**config.mk**
```make
export PLATFORM = sky130hd
export DESIGN_NAME = imt_front
export DESIGN_NICKNAME = d
export VERILOG_FILES = /design/src/sv/imt_pkg.sv /design/src/sv/imt_front.sv
export SDC_FILE = /design/constraint.sdc
export NUM_CORES = 1
export LEC_CHECK = 0
export ABC_AREA = 1
export BUFFER_PORTS_ARGS = -buffer_cell sky130_fd_sc_hd__clkbuf_2
export CORE_MARGIN = 5
export CORE_UTILIZATION = 58
export CTS_CLUSTER_DIAMETER = 100
export CTS_CLUSTER_SIZE = 20
export DETAILED_ROUTE_END_ITERATION = 10
export GPL_ROUTABILITY_DRIVEN = 0
export MAX_ROUTING_LAYER = met4
export PLACE_DENSITY = 0.85
export SLEW_MARGIN = 25
export SYNTH_ARGS = -nofsm -noshare
export SYNTH_HDL_FRONTEND = slang
export SYNTH_SLANG_ARGS = --single-unit
```
**constraint.sdc**
```tcl
create_clock -name clk -period 8.6 [get_ports clk]
set_input_delay 1.72 -clock clk [delete_from_list [all_inputs] [get_ports clk]]
set_output_delay 1.72 -clock clk [all_outputs]
set_load 0.03 [all_outputs]
```
**src/sv/imt_pkg.sv**
```systemverilog
// ----------------------------------------------------------------------------
// imt_pkg: shared types and constants
// Widths, status codes and payload structs for the interval map table.
// ----------------------------------------------------------------------------
`default_nettype none
package imt_pkg;
  localparam int TABLE_DEPTH = 16;
  localparam int KEY_BITS    = 32;
  localparam int VALUE_BITS  = 8;
  localparam int IDX_BITS    = $clog2(TABLE_DEPTH);
  localparam int CNT_BITS    = $clog2(TABLE_DEPTH + 1);
  localparam int QUEUE_DEPTH = 2;
  localparam int QPTR_BITS   = $clog2(QUEUE_DEPTH);
  localparam int QCNT_BITS   = $clog2(QUEUE_DEPTH + 1);

  typedef enum logic [1:0] {
    ST_DONE  = 2'd0,
    ST_EMPTY = 2'd1,
    ST_FULL  = 2'd2
  } status_t;

  typedef enum logic {
    ACT_LOOKUP = 1'b0,
    ACT_ASSIGN = 1'b1
  } action_t;

  typedef struct packed {
    logic                         action;
    logic signed [KEY_BITS-1:0]   key_begin;
    logic signed [KEY_BITS-1:0]   key_end;
    logic        [VALUE_BITS-1:0] new_value;
  } in_beat_t;

  typedef struct packed {
    logic [VALUE_BITS-1:0] found_value;
    logic [1:0]            status;
  } out_beat_t;

  // classified command passed from front to back
  typedef struct packed {
    logic                  is_assign;
    logic                  empty;
    logic [KEY_BITS-1:0]   kb;   // biased keys
    logic [KEY_BITS-1:0]   ke;
    logic [VALUE_BITS-1:0] val;
  } cmd_t;

  function automatic logic [KEY_BITS-1:0] bias(input logic [KEY_BITS-1:0] k);
    bias = k ^ {1'b1, {(KEY_BITS-1){1'b0}}};
  endfunction
endpackage
`default_nettype wire

```
**src/sv/imt_front.sv**
```systemverilog
// ----------------------------------------------------------------------------
// imt_front: input classification and command queue
// Biases keys, flags empty ranges, holds commands in a short FIFO.
// ----------------------------------------------------------------------------
`default_nettype none
module imt_front import imt_pkg::*; (
  input  wire logic     clk,
  input  wire logic     rst,
  input  wire in_beat_t in_data,
  input  wire logic     in_valid,
  output logic          in_ready,
  output cmd_t          cmd,
  output logic          cmd_valid,
  input  wire logic     cmd_ready
);
  cmd_t q [QUEUE_DEPTH];
  logic [QPTR_BITS-1:0] wp, rp;
  logic [QCNT_BITS-1:0] count;
  logic push, pop;
  cmd_t c;

  always_comb begin
    c.is_assign = (in_data.action == ACT_ASSIGN);
    c.kb        = bias(in_data.key_begin);
    c.ke        = bias(in_data.key_end);
    c.empty     = (c.kb >= c.ke);
    c.val       = in_data.new_value;
  end

  assign in_ready  = (count != QCNT_BITS'(QUEUE_DEPTH));
  assign cmd_valid = (count != '0);
  assign cmd       = q[rp];
  assign push      = in_valid && in_ready;
  assign pop       = cmd_valid && cmd_ready;

  always_ff @(posedge clk) begin
    if (push) q[wp] <= c;
    if (rst) begin
      wp <= '0; rp <= '0; count <= '0;
    end else begin
      if (push) wp <= (wp == QPTR_BITS'(QUEUE_DEPTH - 1)) ? '0 : wp + 1'b1;
      if (pop)  rp <= (rp == QPTR_BITS'(QUEUE_DEPTH - 1)) ? '0 : rp + 1'b1;
      count <= count + QCNT_BITS'(push) - QCNT_BITS'(pop);
    end
  end
endmodule
`default_nettype wire

```
==> run_results.csv <==
group,metric,value,unit
detailed_routing,vias,3721,
cells_and_area,multi_input_area,1870,µm²
synth,synth.top_cells.by_count,"edfxtp_1, mux2_4, inv_1",
timing,fmax,239,MHz
synth,avgSynthCellArea,16.7,µm²
clock_tree,cts_buffer_depth,2,
setup_path,crit_arrival,2.46,ns
clock_tree,clk_pin_slew,0.06,ns
setup_path,critPathLaunchType,"register",
floorplan,core,11300,µm²
floorplan,die_area,13700,µm²
synth,synth_top_cell_by_area,"edfxtp_1",
clock_tree,insertion_delay,0.41,ns
power_and_ir_drop,sequentialPowerShare,41.1,%
synth,syn_nets,511,
timing,min_period,4.18,ns
synth,synth_edf_count,148,
floorplan,die_x,117,µm
global_route,grt_pass1_wl,19300,µm
power_and_ir_drop,power.density,300,nW/µm²
synth,syn_area,6660,µm²
synth,syn-instance-count,400,
place,dp_hpwl,8620,µm
timing,fin_crit_sh,48.6,%
floorplan,dieHeight,117,µm
power_and_ir_drop,p_leak,0.00352,µW
clock_tree,postCtsHoldBufs,0,
floorplan,ioPinCount,153,
power_and_ir_drop,ir_worst_vdd,0.203,mV
clock_tree,cts_tree,"built",
global_route,grt.total_usage,19.7,%
synth,synth-main-ff-cell,"edfxtp_1",
timing,slew_headroom,44.0,%
power_and_ir_drop,combPwrFrac,29.9,%
timing,worstMarginPinSlew,0.838,ns
place,io_buffer_count,152,
global_route,first_global_vias,3977,
timing,slew_viol_final,0,
detailed_routing,drtAntennaViolNets,0,
setup_path,cp_max_fo,39,
cells_and_area,fin_nets,678,
clock_tree,cts_buffers,17,
synth,synthTopCellsByArea,"edfxtp_1, mux2_4, ha_1",
cells_and_area,area_delta_synth_final,22.6,%
global_route,grt_antenna_before_repair,1,
synth,synth_seq_cells,153,
detailed_routing,drc,0,
detailed_routing,first_iter_violations,175,
timing,fin_tns_setup,0,ns
power_and_ir_drop,power,2450,µW
timing,whs,0.504,ns
setup_path,cp.required,6.88,ns
power_and_ir_drop,switching_share,32.1,%
timing,setup_ws,4.42,ns
job,drv_cap,0,
setup_path,critPathKind,"reg2out",
setup_path,end_kind,"output port",
timing,hold_viol,0,
global_route,grt_max_degree,49,
clock_tree,cts_setup_buffers,0,
clock_tree,htree_num_levels,4,
clock_tree,post_cts_resized,0,
cells_and_area,drive_gt1_share,45.5,%
synth,synthArstFlopShare,0,%
cells_and_area,n_fill_cell,705,
timing,skew,0.00731,ns
synth,yosysTopAreaCellShare,66.7,%
power_and_ir_drop,p_switching,786,µW
detailed_routing,drt_pre_antenna_iters,4,
run_status,status,"finished, final reports clean",
detailed_routing,vias_per_cell,5.14,
global_route,overflow,0,
synth,yosys_warnings,0,
cells_and_area,seq_area,4550,µm²
synth,synth_most_common_cell,"edfxtp_1",
detailed_routing,wl_per_cell,17.4,µm
clock_tree,cts_root_buf,"clkbuf_16",
detailed_routing,routed_wl,12600,µm
power_and_ir_drop,pwr-share-clk,29.0,%
synth,seq_area_frac_synth,68.2,%
timing,setup_viol,0,
cells_and_area,fin_util,72.1,%
worst_hold_path,hp-class,"reg2reg",
floorplan,initial_core_util,58.8,%
power_and_ir_drop,power.internal,1660,µW
place,pre_cts_ws,4.68,ns
timing,rsz0062_at_grt,"false",
synth,yosys.cell_types.count,18,
clock_tree,clock-sinks,153,
floorplan,rows,39,
worst paths after layout:
kind	startpoint	endpoint	slack, ns	cells after the start
max	register	cmd[1]	4.42	3
min	rp	register	0.50	2
max reg2reg	count[0]	q[0][65]	6.14	5
min reg2reg	rp	register	0.50	2
kinds of logic (layout without fill, tap and decap cells):
group	Yosys count	in the layout	share of synthesized area, %
AND/OR/NAND/NOR	57	57	3.46
AO/OA/AOI/OAI	25	25	1.95
flip-flops	153	153	68.2
adder cells (fa/ha/maj)	34	34	6.39
other	0	1	0
buffers and inverters	56	236	3.96
multiplexers	74	74	15.9
XOR/XNOR	1	1	0.132
sequential cells by signal, indices dropped and copies added (netlist names), named ones only:
register and cells:
q 148, count 2, rp 1, wp 1
through the flow:
| stage | instance area [µm²] | instances |
|---|---|---|
| global placement | 7560 | 690 |
| floorplan | 6660 | 400 |
| global route | 8170 | 724 |
| CTS | 8140 | 722 |
| detailed placement | 7560 | 690 |
| finish | 8170 | 724 |
area by class of cell:
class	count	area share, %
antenna	1	0.0306
tap	143	2.19
sequential	153	55.7
clock buffer	22	5.93
inverter	48	2.21
timing repair buffer	156	9.93
clock inverter	10	1.15
multi-input combinational	191	22.9
power by group through the flow:
stage               registers, µW  clock network, µW  logic [µW]
finish                       1010                709         733
global route                 1020                760         779
CTS                          1010                722         740
detailed placement           1020                  0         734
global placement             1010                  0         721
floorplan                     997                  0         584
layout by cell type (no fill, tap or decap), types with 3 or more instances in the layout:
cell / instances
ha_1: 34
mux2_4: 60
nor2_1: 9
clkbuf_8: 4
a21oi_1: 19
o21ai_0: 4
buf_4: 3
edfxtp_1: 148
clkinvlp_4: 3
inv_1: 48
nand4_1: 3
clkinv_2: 3
mux2_2: 14
nand2_1: 39
clkbuf_2: 152
clkbuf_16: 17
dfxtp_1: 4
routing by layer:
metal | track usage [%] | up-vias | share of wire, %
met2 | 33.1 | 127 | 52
li1 | - | 1800 | -
met5 | - | - | 0
met3 | 5.86 | 17 | 6.5
met4 | 7.11 | 0 | 1.5
met1 | 22.4 | 1777 | 40
worst max-delay path, stage by stage (launching register included):
cell and delay [ns]:
dfxtp_4 0.74, buf_4 0.67, mux2_2 0.41, clkbuf_2 0.18
Note: power is estimated with default switching activity, not from simulation.
